`src/rtl/core/qtbe_ram.sv`:
```
// ---------------------------------------------------------------------------
// qtbe_ram
// Generic single-port-write, single-port-read RAM with registered read.
// ---------------------------------------------------------------------------
module qtbe_ram #(
  parameter int unsigned Width = 1,
  parameter int unsigned Depth = 16,
  localparam int unsigned AW = (Depth > 1) ? $clog2(Depth) : 1
) (
  input  logic             clk_i,
  input  logic             we_i,
  input  logic [AW-1:0]    waddr_i,
  input  logic [Width-1:0] wdata_i,
  input  logic [AW-1:0]    raddr_i,
  output logic [Width-1:0] rdata_o
);

  logic [Width-1:0] mem_q [Depth];

  always_ff @(posedge clk_i) begin
    if (we_i) begin
      mem_q[waddr_i] <= wdata_i;
    end
    rdata_o <= mem_q[raddr_i];
  end

endmodule

```
`config.mk`:
```
export PLATFORM = sky130hd
export DESIGN_NAME = qtbe_ram
export DESIGN_NICKNAME = d
export VERILOG_FILES = /design/src/rtl/core/qtbe_ram.sv
export SDC_FILE = /design/constraint.sdc
export NUM_CORES = 1
export LEC_CHECK = 0
export ABC_CLOCK_PERIOD_IN_PS = 2240
export CORE_MARGIN = 2
export CORE_UTILIZATION = 35
export DETAILED_ROUTE_END_ITERATION = 6
export DONT_BUFFER_PORTS = 1
export GPL_TIMING_DRIVEN = 1
export SETUP_SLACK_MARGIN = 0.4
export SLEW_MARGIN = 0
export SYNTH_ARGS = -nofsm -noshare
export SYNTH_HDL_FRONTEND = slang
export SYNTH_SLANG_ARGS = --single-unit
```
`constraint.sdc`:
```
create_clock -name clk_i -period 2.24 [get_ports clk_i]
set_input_delay 0.448 -clock clk_i [delete_from_list [all_inputs] [get_ports clk_i]]
set_output_delay 0.448 -clock clk_i [all_outputs]
set_load 0.005 [all_outputs]
```
==> reports/qor.csv <==
stage,metric,value,unit
sta,rsz0062_at_grt,no,
critical_path,slowest_delay,490,ps
placement,portBuffers,0,
pwr,max-vdd-ir-drop,0.336,mV
yosys,syn_area,746,µm²
clock_tree,h-tree-depth,1,
drt,totalWireLength,1100,µm
min_path,hold_start,wdata_i,
critical_path,critical_path_class,reg2reg,
yosys,ys_types,11,
clock_tree,cts_buffer_depth,2,
drt,drtIter0Drc,5,
floorplanning,initial_core_util,37.6,%
floorplanning,ios,12,
layout,regArea,500,µm²
critical_path,rr_startpoint,mem_q[12],
critical_path,r2r_slack,1010,ps
clock_tree,cts_tree,built,
yosys,postSynthAreaPerCell,15.9,µm²
flow_run,cap_viol_max_count,0,
critical_path,crit_arrival,1420,ps
pwr,switching_power,0.112,mW
sta,fmax,812,MHz
floorplanning,die_y,50.2,µm
sta,hold_viol,0,
drt,num_vias,400,
min_path,hold_path_end,mem_q[11],
layout,drive_gt1_share,9.80,%
yosys,syn-num-nets,58,
sta,setup_viol,0,
floorplanning,die_w,50.2,µm
layout,diodes,0,
critical_path,crit_top_cell,mux2i_1,
drt,route.detailed.drc,0,
min_path,min_path_type,in2reg,
layout,fillers,185,
yosys,ys_seq_area_share,67.1,%
critical_path,path_buf_inv,0,
critical_path,crit_fanout,1,
critical_path,start_kind,register,
pwr,pwr-share-comb,4.6,%
drt,avgRoutedWirePerCell,14.1,µm
layout,nNetsFinal,63,
global_route,grt.overflow.total,0,
critical_path,crit_family,multiplexers,
pwr,internal_power,0.438,mW
sta,slew_headroom,87.6,%
floorplanning,coreArea,1980,µm²
floorplanning,die_area,2520,µm²
sta,period_share,55.0,%
drt,ant_nets,0,
pwr,netSwitchingFraction,20.4,%
layout,final_cell_count_no_fill,78,
drt,dr.pass1.iters,3,
global_route,grt_pass1_wl,1830,µm
critical_path,ff2ff_path_depth,3,
yosys,syn_inst,47,
outcome,status,finished clean,
sta,finClkSkew,11.9,ps
pwr,power_leakage,0.259,nW
critical_path,path_cells,"mux4_1, mux2i_1, mux2i_1",
layout,areaGrowthSynthToFinish,8.56,%
layout,utilization,40.8,%
yosys,synth_seq_cells,17,
drt,viasPerCell,5.13,
yosys,yosysWarningCount,0,
global_route,grt_usage,10.5,%
clock_tree,cts_buffers,3,
clock_tree,path_clk_slew,100,ps
clock_tree,cts.repair.resized,0,
sta,drv_slew,0,
critical_path,r2r_end,rdata_o,
global_route,grt_pass1_vias,426,
global_route,grt_max_degree,17,
pwr,p_seq_share,65.0,%
placement,gp_congestion,0.687,
min_path,hold_depth,0,
clock_tree,insertion_delay,300,ps
sta,min_period,1230,ps
clock_tree,cts_hold_buf,0,
global_route,antenna_found_initial,0,
yosys,yosys.area.top_type_share,64.4,%
yosys,synth_largest_area_cell,edfxtp_1,
clock_tree,postCtsSetupBuffers,0,
sta,tns,0,ps
pwr,clkPwrFrac,30.4,%
clock_tree,clock-sinks,17,
placement,place_inst,74,
yosys,synth_area_leaders,"edfxtp_1 (64%), mux4_1 (14%), nor2_1 (6.0%)",
sta,tightest_slew,185,ps
clock_tree,cts-root-buf,clkbuf_4,
pwr,power.density,679,nW/µm²
critical_path,worst_path_max_delay_cell,mux4_1,
layout,multi_input_area,245,µm²
floorplanning,std_cell_rows,16,
critical_path,required,2420,ps
critical_path,critPathCaptureType,register,
## power groups by stage
stage               logic (mW)  clock network (mW)  registers, mW
floorplan               0.0219                   0          0.364
global placement        0.0256                   0          0.364
detailed placement      0.0259                   0          0.365
CTS                     0.0260               0.174          0.358
global route            0.0291               0.193          0.358
finish                  0.0255               0.167          0.357
## cell usage after synthesis (all sizes together)
master and number:
dfxtp 1, edfxtp 16, mux2i 3, mux4 4, nand2 1, nand2b 2
nand3 1, nand3b 2, nor2 12, nor3 4, or3b 1
## cell type report
class / count / area share [%]
Clock buffer: 3 / 2.78
Tap cell: 27 / 4.17
Clock inverter: 1 / 0.927
Sequential cell: 17 / 61.8
Multi-Input combinational cell: 30 / 30.3
## cell usage in the layout (no fill, tap or decap), types with 2 or more instances in the layout
cell      instances
nor3_1            4
mux2i_1           3
clkbuf_4          3
mux4_1            4
nor2_1           12
nand2b_1          2
nand3b_1          2
edfxtp_1         16
## registers in the layout (all words and copies together), names as in the netlist
signal,flops
mem_q,16
rdata_o,1
## routing by layer
metal,wire length [µm],GRT usage [%]
met5,0,0
met4,26,5.56
met3,85,5.06
met2,525,16.7
met1,466,11.7
## cells by family after synthesis
kind of cell	after synthesis	synth area share [%]
and+or+nand+nor	23	14.8
DFF	17	67.1
muxes	7	18.1
## how the worst max path moves through the flow
| stage | to | depth (start not counted) | start | slack [ps] |
|---|---|---|---|---|
| floorplan | mem_q[0] | 2 | waddr_i[2] | 840 |
| global placement | mem_q[0] | 2 | waddr_i[2] | 830 |
| detailed placement | mem_q[0] | 2 | waddr_i[2] | 820 |
| CTS | rdata_o | 3 | mem_q[0] | 1000 |
| global route | rdata_o | 3 | mem_q[2] | 910 |
| finish | rdata_o | 3 | mem_q[12] | 1010 |
## through the flow
stage / worst slack [ps] / hold slack, ps / power [mW] / area, µm²
6_report: 1010 / 236 / 0.550 / 810
2_1_floorplan: 842 / 547 / 0.386 / 746
3_3_place_gp: 831 / 548 / 0.390 / 779
3_5_place_dp: 821 / 548 / 0.391 / 779
4_1_cts: 998 / 229 / 0.558 / 810
5_1_grt: 910 / 209 / 0.581 / 810
(Power assumes the default switching activity.)
