[src/rtl/core/qtbe_pkg.sv]
// ---------------------------------------------------------------------------
// qtbe_pkg
// Shared types and codes for the quadtree bitmap encoder.
// ---------------------------------------------------------------------------
package qtbe_pkg;

  localparam int unsigned CfgW = 7;

  typedef enum logic [0:0] {
    OP_LOAD = 1'b0,
    OP_STEP = 1'b1
  } op_e;

  typedef enum logic [0:0] {
    REG_ROWS = 1'b0,
    REG_COLS = 1'b1
  } reg_idx_e;

  typedef enum logic [1:0] {
    SYM_ZERO = 2'd0,
    SYM_ONE  = 2'd1,
    SYM_DIV  = 2'd2
  } sym_e;

  typedef enum logic [1:0] {
    PH_LOADING  = 2'd0,
    PH_ENCODING = 2'd1,
    PH_DONE     = 2'd2
  } phase_e;

  // Region scan request and result between sequencer and scan unit.
  typedef struct packed {
    logic       start;
    logic [8:0] r0;
    logic [8:0] c0;
    logic [8:0] h;
    logic [8:0] w;
  } scan_req_t;

  typedef struct packed {
    logic done;
    logic any_one;
    logic any_zero;
  } scan_rsp_t;

endpackage

[src/rtl/core/qtbe_scan.sv]
// ---------------------------------------------------------------------------
// qtbe_scan
// Region scanner: walks a region one pixel per cycle through the pixel RAM
// and reports whether it holds any one and any zero. Stops early once both
// are seen.
// ---------------------------------------------------------------------------
module qtbe_scan
  import qtbe_pkg::*;
#(
  parameter int unsigned MaxRows = 64,
  parameter int unsigned MaxCols = 64,
  localparam int unsigned StoreSize = MaxRows * MaxCols,
  localparam int unsigned AW = (StoreSize > 1) ? $clog2(StoreSize) : 1
) (
  input  logic            clk_i,
  input  logic            rst_ni,
  input  scan_req_t       req_i,
  input  logic [8:0]      ncols_i,
  output logic            ren_o,
  output logic [AW-1:0]   raddr_o,
  input  logic            rdata_i,
  output scan_rsp_t       rsp_o
);

  logic        busy_q, busy_d;
  logic [8:0]  r_q, r_d, c_q, c_d;
  logic        pend_q, pend_d;
  logic        pin_q, pin_d;
  logic        one_q, one_d, zero_q, zero_d;
  logic        lastpix_q, lastpix_d;
  logic [17:0] idx;
  logic        in_range;
  logic        last_pix;
  logic        one_n, zero_n;

  always_comb begin
    idx      = (18'(req_i.r0) + 18'(r_q)) * 18'(ncols_i) + 18'(req_i.c0) + 18'(c_q);
    in_range = idx < 18'(StoreSize);
    last_pix = (r_q == req_i.h - 9'd1) && (c_q == req_i.w - 9'd1);
  end

  assign ren_o   = busy_q;
  assign raddr_o = AW'(idx);

  always_comb begin
    one_n  = one_q  | (pend_q & pin_q & rdata_i);
    zero_n = zero_q | (pend_q & ~(pin_q & rdata_i));
    busy_d = busy_q;
    r_d = r_q;
    c_d = c_q;
    pend_d = 1'b0;
    pin_d = in_range;
    one_d = one_n;
    zero_d = zero_n;
    lastpix_d = lastpix_q;
    rsp_o = '0;
    if (req_i.start) begin
      busy_d = 1'b1;
      r_d = '0;
      c_d = '0;
      one_d = 1'b0;
      zero_d = 1'b0;
      lastpix_d = 1'b0;
    end else if (busy_q) begin
      pend_d = 1'b1;
      lastpix_d = last_pix;
      if (last_pix) begin
        busy_d = 1'b0;
      end else if (c_q == req_i.w - 9'd1) begin
        c_d = '0;
        r_d = r_q + 9'd1;
      end else begin
        c_d = c_q + 9'd1;
      end
    end else if (pend_q) begin
      if (lastpix_q || (one_n && zero_n)) begin
        rsp_o.done = 1'b1;
      end
    end
    if (busy_q && one_n && zero_n && !req_i.start) begin
      busy_d = 1'b0;
      pend_d = 1'b0;
      rsp_o.done = 1'b1;
    end
    rsp_o.any_one  = one_n;
    rsp_o.any_zero = zero_n;
  end

  always_ff @(posedge clk_i or negedge rst_ni) begin
    if (!rst_ni) begin
      busy_q    <= 1'b0;
      pend_q    <= 1'b0;
      lastpix_q <= 1'b0;
      one_q     <= 1'b0;
      zero_q    <= 1'b0;
    end else begin
      busy_q    <= busy_d;
      pend_q    <= pend_d;
      lastpix_q <= lastpix_d;
      one_q     <= one_d;
      zero_q    <= zero_d;
    end
  end

  always_ff @(posedge clk_i) begin
    r_q   <= r_d;
    c_q   <= c_d;
    pin_q <= pin_d;
  end

endmodule

[config.mk]
export PLATFORM = sky130hd
export DESIGN_NAME = qtbe_scan
export DESIGN_NICKNAME = d
export VERILOG_FILES = /design/src/rtl/core/qtbe_pkg.sv /design/src/rtl/core/qtbe_scan.sv
export SDC_FILE = /design/constraint.sdc
export NUM_CORES = 1
export LEC_CHECK = 0
export BUFFER_PORTS_ARGS = -buffer_cell sky130_fd_sc_hd__buf_2
export CAP_MARGIN = 20
export CORE_ASPECT_RATIO = 0.75
export CORE_MARGIN = 2
export CORE_UTILIZATION = 40
export DETAILED_ROUTE_END_ITERATION = 7
export HOLD_SLACK_MARGIN = 0.05
export PLACE_DENSITY_LB_ADDON = 0.3
export SLEW_MARGIN = 30
export SYNTH_ARGS = -nofsm -noshare
export SYNTH_HDL_FRONTEND = slang
export SYNTH_SLANG_ARGS = --single-unit
[constraint.sdc]
create_clock -name clk_i -period 18.6 [get_ports clk_i]
set_input_delay 0.93 -clock clk_i [delete_from_list [all_inputs] [get_ports clk_i]]
set_output_delay 0.93 -clock clk_i [all_outputs]
set_load 0.01 [all_outputs]
==> metrics, run 1 <==
DRC viols=0; Rows=37; P&R area growth vs syn=9.38%; setup ws final=10480 ps; RSZ-0062 raised after global routing=no; CP max FO=9; FMAX=123 MHz; register area share after synthesis=8.89%; endpoint type of the worst setup path=output port; routed len/inst=13.0 µm; final wirelength=11800 µm; number of clock sinks=24; RePlAce Congestion=0.844; Max-Cap Viols=0; Ports=65; Crit Reg-Reg Startpoint=r_q[0]$_SDFFE_PP0P_; number of global-route vias before repair=4201; syn nets=869; CTS tree=done; leakage power=3.11 nW; Slew HR=36.5%; Yosys cell types=67; 1st-iter DRT viols=262; CP startpoint=req_i[27]; H-tree levels=1; sequential cell area=505 µm²; drt pass-1 iters=5; hold_buf cts=0; RR Endpoint=pin_q$_DFF_P_; Hold Path Class=in -> async; worst hold margin=462 ps; postcts setup bufs=0; root buffer cell=clkbuf_16; I/O Buffers=64; global-route wire length before repair=20500 µm; Worst Path Class, Setup=in -> out; Final setup viols=0; outcome=completed; ANT cells=0; layout cell share with drive strength beyond 1=11.6%; Clock Path Buffers=2; maximum vdd drop=58.3 µV; overflow left after global routing=0; initial antenna violation count=0; fill cell instance count of the final layout=1414; Crit path required time=17670 ps; Total Power=0.584 mW; clock latency on the worst-skew pair=270 ps; dpl ws=10450 ps; largest net degree at the start of global routing=24; Post-synth EDFFs=0; area of the multi-input gates=4630 µm²; Post-DP HPWL=10100 µm; Core Region=13800 µm²; Cells after Synth=683; CP Launch Type=input pin; Initial Util=41.2%; PD cells=93.9 nW/µm²; vias=4570; Final period util=43.6%; Syn Area/Cell=8.32 µm²; Post-DRT Antenna Nets=0; CTS Buf Count=3; All-Layer GR Usage=16.5%; Max Transition Viols Final=0; Fin. Hold Viols=0; Setup TNS Final=0 ps; full die area=15200 µm²; Yosys reg bits=24; yosys warns=0; Clk pin slew, worst setup/hold paths=60 ps; Tmin final=8120 ps; post-CTS sizing=0; synthesized area=5680 µm²; die width=142 µm; ys flop type=dfxtp_1; Final nets=918; Die Y=107 µm; Slew @ Worst Pin=946 ps; worst r2r path cells=26; Worst EP arrival=7190 ps; Worst Skew=5.78 ps; share of flip-flops with an asynchronous set or reset=20.8%; Vias/cell=5.04; r2r setup slk=11320 ps
[flip-flops by register name, indices dropped and copies added, names as in the netlist]
signal	count
pin_q	1
ren_o	1
c_q	9
pend_q	1
lastpix_q	1
one_q	1
zero_q	1
r_q	9
[synth_stat cells (all sizes together), types with 4 or more instances]
cell / number / area (µm²)
a211oi: 5 / 50.1
a21oi: 18 / 93.8
and2: 34 / 213
buf: 5 / 27.5
clkbuf: 15 / 57.6
dfrtp: 5 / 125
dfxtp: 19 / 380
fa: 72 / 1440
ha: 65 / 813
inv: 122 / 458
mux2: 7 / 82.6
mux2i: 8 / 80.1
nand2: 84 / 323
nand2b: 13 / 81.3
nand3: 16 / 80.1
nand4: 7 / 43.8
nor2: 41 / 154
nor2b: 13 / 81.3
nor3: 16 / 80.1
nor3b: 4 / 30.0
nor4: 6 / 52.6
o2111ai: 4 / 52.6
o211ai: 5 / 37.5
o21ai: 6 / 30.0
xnor2: 30 / 263
xor2: 17 / 149
[power breakdown]
part	leakage (nW)	total, mW	internal (mW)	switching (mW)
Combinational	2.85	0.480	0.213	0.267
Sequential	0.215	0.0555	0.0531	0.00242
Clock	0.0382	0.0487	0.0294	0.0193
Total	3.11	0.584	0.295	0.289
[per-layer routing]
layer / up-vias / global-route usage [%] / share of wire, %
met5: - / 0 / 0
met4: 0 / 1.71 / 0.44
met3: 6 / 2.32 / 4.2
met2: 98 / 23.4 / 42
met1: 2166 / 27.1 / 54
li1: 2300 / - / -
[placed cells by master (no fill, tap or decap), types with 3 or more instances in the layout]
master / count
inv_1: 122
nand2_1: 83
fa_1: 72
ha_1: 65
buf_2: 64
nor2_1: 41
and2_1: 34
xnor2_1: 30
dfxtp_1: 19
a21oi_1: 17
xor2_1: 17
nand3_1: 16
nor3_1: 16
nor2b_1: 13
nand2b_1: 13
mux2i_1: 8
nand4_1: 7
o211ai_1: 5
o21ai_0: 5
nor4_1: 5
dfrtp_1: 5
mux2_2: 4
a211oi_1: 4
nor3b_1: 4
a21o_1: 3
o21a_1: 3
o21bai_1: 3
o2111ai_1: 3
nand3b_1: 3
a221o_1: 3
clkbuf_16: 3
[how the worst max path moves through the flow]
| stage | end | slack [ps] | cells past startpoint |
|---|---|---|---|
| 2_1_floorplan | raddr_o[11] | 11130 | 23 |
| 3_3_place_gp | raddr_o[11] | 10500 | 25 |
| 3_5_place_dp | raddr_o[11] | 10450 | 25 |
| 4_1_cts | raddr_o[11] | 10430 | 25 |
| 5_1_grt | raddr_o[11] | 10050 | 25 |
| 6_report | raddr_o[11] | 10480 | 25 |
[per-stage QoR]
stage          util (%)  cell area, µm²  instances
6_report           45.1            6220        906
5_1_grt            45.1            6220        906
4_1_cts            45.1            6220        906
3_5_place_dp       44.5            6140        902
3_3_place_gp       44.5            6140        902
2_1_floorplan         -            5680        683
[worst max-delay path: stages]
cell       delay [ps]
buf_2             100
ha_1              200
inv_1              70
fa_1              210
nor2b_1            60
o21ai_0           140
nand2b_1          100
a21o_1            180
a21oi_1           200
o21bai_1          100
a21oi_2           500
mux2_2            420
fa_1              480
inv_1              50
fa_1              510
fa_1              440
fa_1              510
fa_1              490
ha_1              260
nor3_1            190
o2111ai_1         160
a41oi_1           400
nor2b_1           210
xnor2_1           120
buf_2             140
[final cells by class]
| cell class | instances | share of cell area, % |
|---|---|---|
| multi-input cells | 516 | 74.5 |
| well taps | 175 | 3.52 |
| inverters | 123 | 7.43 |
| flip-flops and latches | 24 | 8.13 |
| repair buffers | 64 | 5.15 |
| clock buffers | 4 | 1.27 |
[kinds of logic after synthesis]
| family | count (synthesis) | synth area share [%] |
|---|---|---|
| flops | 24 | 8.89 |
| compound gates | 66 | 9.38 |
| simple gates | 251 | 22.3 |
| buf+inv | 143 | 9.62 |
| xor+xnor | 47 | 7.24 |
| fa+ha+maj | 137 | 39.7 |
| mux | 15 | 2.86 |
(Power assumes the default switching activity.)
==> run 2: changes to the inputs <==
--- a/config.mk
+++ b/config.mk
@@ -5,6 +5,7 @@
 export SDC_FILE = /design/constraint.sdc
 export NUM_CORES = 1
 export LEC_CHECK = 0
+export ABC_AREA = 1
 export BUFFER_PORTS_ARGS = -buffer_cell sky130_fd_sc_hd__buf_2
 export CAP_MARGIN = 20
 export CORE_ASPECT_RATIO = 0.75
==> constraint.sdc (replaced) <==
create_clock -name clk_i -period 7.3 [get_ports clk_i]
set_input_delay 0.365 -clock clk_i [delete_from_list [all_inputs] [get_ports clk_i]]
set_output_delay 0.365 -clock clk_i [all_outputs]
set_load 0.01 [all_outputs]
==> metrics, run 2 <==
ys flop type=dfxtp_1; CP Launch Type=register; dpl cells=1076; non-filler instance count after layout=1081; worst r2r path cells=28; drt pass-1 iters=4; Clk pin slew, worst setup/hold paths=70 ps; sw frac=54.2%; number of clock sinks=24; DRC viols=0; outcome=completed; overflow left after global routing=0; CP max FO=5; Crit Reg-Reg Startpoint=r_q[0]$_SDFFE_PP0P_; Buf+Inv Stages, Crit Path=6; Placement Cell Area=6470 µm²; most common cell in the netlist=inv_1; Post-DRT Antenna Nets=0; setup ws final=403 ps; RR Endpoint=pin_q$_DFF_P_; Max-Cap Viols=0; area of the multi-input gates=4660 µm²; die width=145 µm; Yosys reg bits=24; post-synth top area share=24.2%; cell mode on critical path=fa_1; Post-synth EDFFs=0; endpoint type of the worst setup path=output port; share of flip-flops with an asynchronous set or reset=20.8%; Yosys cell types=42; Syn Area/Cell=7.27 µm²; Vias/cell=4.80; Core Region=14500 µm²; Reg power frac=8.5%; Ports=65; Final period util=94.5%; post-CTS sizing=0; Comb power frac=83.8%; root buffer cell=clkbuf_16; Die Y=110 µm; CP top delay family=adder cells; vias=5190; Post-DP HPWL=12000 µm; PD cells=258 nW/µm²; syn nets=1006; most common cell after layout, fill and taps aside=inv_1; critical path's largest stage delay=540 ps; Rows=38; Worst Path Class, Setup=reg -> out; Internal=0.776 mW; synth top area cells=fa_1, ha_1, inv_1; cell taking the most area after synthesis=fa_1; slowest CP cell=fa_1; switching power=0.919 mW; postcts setup bufs=0; largest net degree at the start of global routing=21; 1st-iter DRT viols=296; Finished Cell Area=6570 µm²; Tmin final=6900 ps; leakage power=3.55 nW; dpl ws=734 ps; Setup TNS Final=0 ps; Slew @ Worst Pin=909 ps; maximum vdd drop=234 µV; Cells after Synth=820; Worst EP arrival=6530 ps; largest registers=c_q x9, r_q x9; Slew HR=39.4%; layout cell share with drive strength beyond 1=13.6%; H-tree levels=1; Post-synth top cells=inv_1, nand2_1, nor2_1; Fin. Hold Viols=0; worst hold margin=447 ps; Final nets=1068; fill cell instance count of the final layout=1494; RePlAce Congestion=0.951; register area share after synthesis=8.48%; most frequent cells in the layout=inv_1, nand2_1, nor2_1, fa_1, ha_1; RSZ-0062 raised after global routing=no; number of global-route vias before repair=4884; clock latency on the worst-skew pair=260 ps; sequential cell area=505 µm²; CTS Buf Count=3; final wirelength=13800 µm; global-route wire length before repair=23600 µm; Clock Power Share=7.8%; Worst Skew=6.51 ps; FMAX=145 MHz; r2r setup slk=970 ps; yosys warns=0; Hold Path Class=in -> async; P&R area growth vs syn=10.3%; Crit path required time=6930 ps; synthesized area=5960 µm²; CTS tree=done; ANT cells=0; full die area=15900 µm²; I/O Buffers=64; Final setup viols=0; Max Transition Viols Final=0; initial antenna violation count=0; All-Layer GR Usage=18.0%; routed len/inst=12.8 µm; Clock Path Buffers=2; Initial Util=41.1%
run 2: per-layer routing:
layer  GRT usage (%)  vias up  routed length, µm
met4            2.12        0                113
met5               0        -                  0
li1                -     2626                  -
met2            26.5      157               5490
met1            28.5     2403               7250
met3            2.32        4                934
run 2: logic make-up (layout without fill, tap and decap cells):
family | after synthesis | after routing | synth area share [%]
compound gates | 63 | 63 | 6.34
buf+inv | 199 | 260 | 13.3
flops | 24 | 24 | 8.48
simple gates | 352 | 352 | 27.5
xor+xnor | 45 | 45 | 6.61
fa+ha+maj | 137 | 137 | 37.8
run 2: final cells by class:
cell class | count | share of cell area (%)
inverter | 187 | 10.7
sequential | 24 | 7.69
multi-input combinational | 597 | 71.0
timing repair buffer | 69 | 5.48
clock buffer | 4 | 1.35
tap | 200 | 3.81
run 2: power groups by stage:
stage | registers (mW) | logic, mW | clock network [mW]
finish | 0.144 | 1.42 | 0.132
global route | 0.144 | 1.62 | 0.142
CTS | 0.144 | 1.42 | 0.136
detailed placement | 0.147 | 1.41 | 0
global placement | 0.147 | 1.41 | 0
floorplan | 0.142 | 1.03 | 0
run 2: per-stage QoR:
stage                     utilization [%]  power, mW
after global routing                 45.3       1.91
after global placement               44.6       1.56
after floorplan                         -       1.17
after detailed placement             44.6       1.55
after CTS                            45.3       1.70
final                                45.3       1.70
run 2: how the worst max path moves through the flow:
stage / from / endpoint / slack (ps) / depth (start not counted)
4_1_cts: r_q[0]$_SDFFE_PP0P_ / raddr_o[10] / 440 / 27
2_1_floorplan: r_q[0]$_SDFFE_PP0P_ / raddr_o[10] / 1340 / 26
6_report: r_q[0]$_SDFFE_PP0P_ / raddr_o[10] / 400 / 27
3_3_place_gp: req_i[27] / raddr_o[10] / 800 / 28
5_1_grt: r_q[0]$_SDFFE_PP0P_ / raddr_o[10] / 5 / 27
3_5_place_dp: r_q[0]$_SDFFE_PP0P_ / raddr_o[10] / 730 / 27
run 2: timing repair:
item | CTS | global route
hold buffers | 1 | 0
endpoints found under the hold margin | 5 | 0
setup endpoints to repair | 0 | 0
==> run 3: changes to the inputs <==
--- a/config.mk
+++ b/config.mk
@@ -13,7 +13,6 @@
 export CORE_UTILIZATION = 40
 export DETAILED_ROUTE_END_ITERATION = 7
 export HOLD_SLACK_MARGIN = 0.05
-export PLACE_DENSITY_LB_ADDON = 0.3
 export SLEW_MARGIN = 30
 export SYNTH_ARGS = -nofsm -noshare
 export SYNTH_HDL_FRONTEND = slang
==> constraint.sdc (replaced) <==
create_clock -name clk_i -period 7.3 [get_ports clk_i]
set_input_delay 1.095 -clock clk_i [delete_from_list [all_inputs] [get_ports clk_i]]
set_output_delay 1.095 -clock clk_i [all_outputs]
set_load 0.01 [all_outputs]
==> metrics, run 3 (synthesized netlist as in run 2, its figures left out) <==
initial antenna violation count=0; number of clock sinks=24; Post-DRT Antenna Nets=0; sequential cell area=505 µm²; Worst Skew=4.28 ps; CP max FO=4; Die Y=110 µm; maximum vdd drop=305 µV; full die area=15900 µm²; All-Layer GR Usage=18.0%; Total Power=2.29 mW; Finished Cell Area=7250 µm²; endpoint type of the worst setup path=output port; FMAX=136 MHz; P&R area growth vs syn=21.6%; die width=145 µm; Slew @ Worst Pin=842 ps; Hold Path Class=reg -> reg; non-filler instance count after layout=1131; Core Region=14500 µm²; fill cell instance count of the final layout=1472; Vias/cell=4.63; number of global-route vias before repair=4779; Final nets=1118; largest net degree at the start of global routing=21; Initial Util=41.1%; RSZ-0062 raised after global routing=yes; DRC viols=0; worst r2r path cells=29; outcome=finished with violations; Final setup viols=2; Ports=65; Final period util=101%; overflow left after global routing=0; dpl cells=1117; WHS Path Cells=2; setup ws final=-51.8 ps; CTS Buf Count=3; critical path's largest stage delay=580 ps; layout cell share with drive strength beyond 1=23.0%; H-tree levels=1; Fin. Hold Viols=0; Tmin final=7350 ps; failing checks=negative setup slack; PD cells=316 nW/µm²; Clk pin slew, worst setup/hold paths=60 ps; Clock Path Buffers=2; Post-DP HPWL=11900 µm; CTS tree=done; slowest CP cell=fa_1; final wirelength=14100 µm; Crit path required time=6200 ps; Slew HR=43.8%; Worst EP arrival=6260 ps; Max Transition Viols Final=0; CP Launch Type=input pin; Rows=38; root buffer cell=clkbuf_16; global-route wire length before repair=23500 µm; Worst Path Class, Setup=in -> out; most common cell after layout, fill and taps aside=inv_1; RePlAce Congestion=0.901; Placement Cell Area=6790 µm²; area of the multi-input gates=4940 µm²; cell mode on critical path=fa_1; clock latency on the worst-skew pair=260 ps; Max-Cap Viols=0; drt pass-1 iters=4; leakage power=3.81 nW; 1st-iter DRT viols=283; largest registers=c_q x9, r_q x9; vias=5234; I/O Buffers=64; routed len/inst=12.5 µm; ANT cells=0; most frequent cells in the layout=inv_1, nand2_1, nor2_1, fa_1, buf_2
run 3: final cells by class:
type | count | area share, %
timing repair buffer | 119 | 10.5
tap | 200 | 3.45
inverter | 187 | 9.72
clock buffer | 4 | 1.23
multi-input combinational | 597 | 68.2
sequential | 24 | 6.98
run 3: what timing repair did:
| action | in CTS | in global routing |
|---|---|---|
| resized for setup | 32 | 25 |
| endpoints found under the setup margin | 5 | 5 |
| pin swaps | 31 | 26 |
| hold buffers | 0 | 0 |
| hold endpoints to repair | 0 | 0 |
| setup buffers | 2 | 8 |
run 3: metal layers:
metal | vias to the layer above | track usage [%] | wire length, µm
li1 | 2729 | - | -
met1 | 2367 | 29.1 | 7670
met2 | 136 | 25.8 | 5610
met3 | 2 | 2.90 | 812
met4 | 0 | 0.919 | 23
met5 | - | 0 | 0
run 3: report_power, final:
group / leakage (nW) / total (mW) / internal [mW] / switching [mW]
logic: 3.56 / 2.02 / 0.971 / 1.05
clock network: 0.0442 / 0.133 / 0.0838 / 0.0488
registers: 0.215 / 0.143 / 0.136 / 0.00743
total: 3.81 / 2.29 / 1.19 / 1.10
run 3: worst paths after layout:
kind / start / end / slack [ps]
setup / recovery: req_i[27] / raddr_o[10] / -50
hold / removal: zero_q$_DFF_PN0_ / zero_q$_DFF_PN0_ / 500
setup reg to reg: r_q[0]$_SDFFE_PP0P_ / pin_q$_DFF_P_ / 980
hold reg to reg: zero_q$_DFF_PN0_ / zero_q$_DFF_PN0_ / 500
max in group asynchronous: rst_ni / pend_q$_DFF_PN0_ / 6520
min in group asynchronous: rst_ni / one_q$_DFF_PN0_ / 640
run 3: per-stage QoR:
stage               worst slack, ps  setup TNS [ps]  hold WS, ps  utilization (%)
finish                        -51.8           -61.3          504             50.0
global route                   -304            -999          546             50.0
CTS                           -6.57           -6.57          500             48.7
detailed placement             -317           -1260          484             46.8
global placement               -227            -762          486             46.8
floorplan                     0.929               0          449                -
run 3: critical path, delay by kind of cell:
| family | cells | cell delay, ps |
|---|---|---|
| adder cells (fa/ha/maj) | 8 | 3270 |
| XOR/XNOR | 1 | 140 |
| buffers and inverters | 7 | 510 |
| AND/OR/NAND/NOR | 7 | 630 |
| AO/OA/AOI/OAI | 5 | 610 |
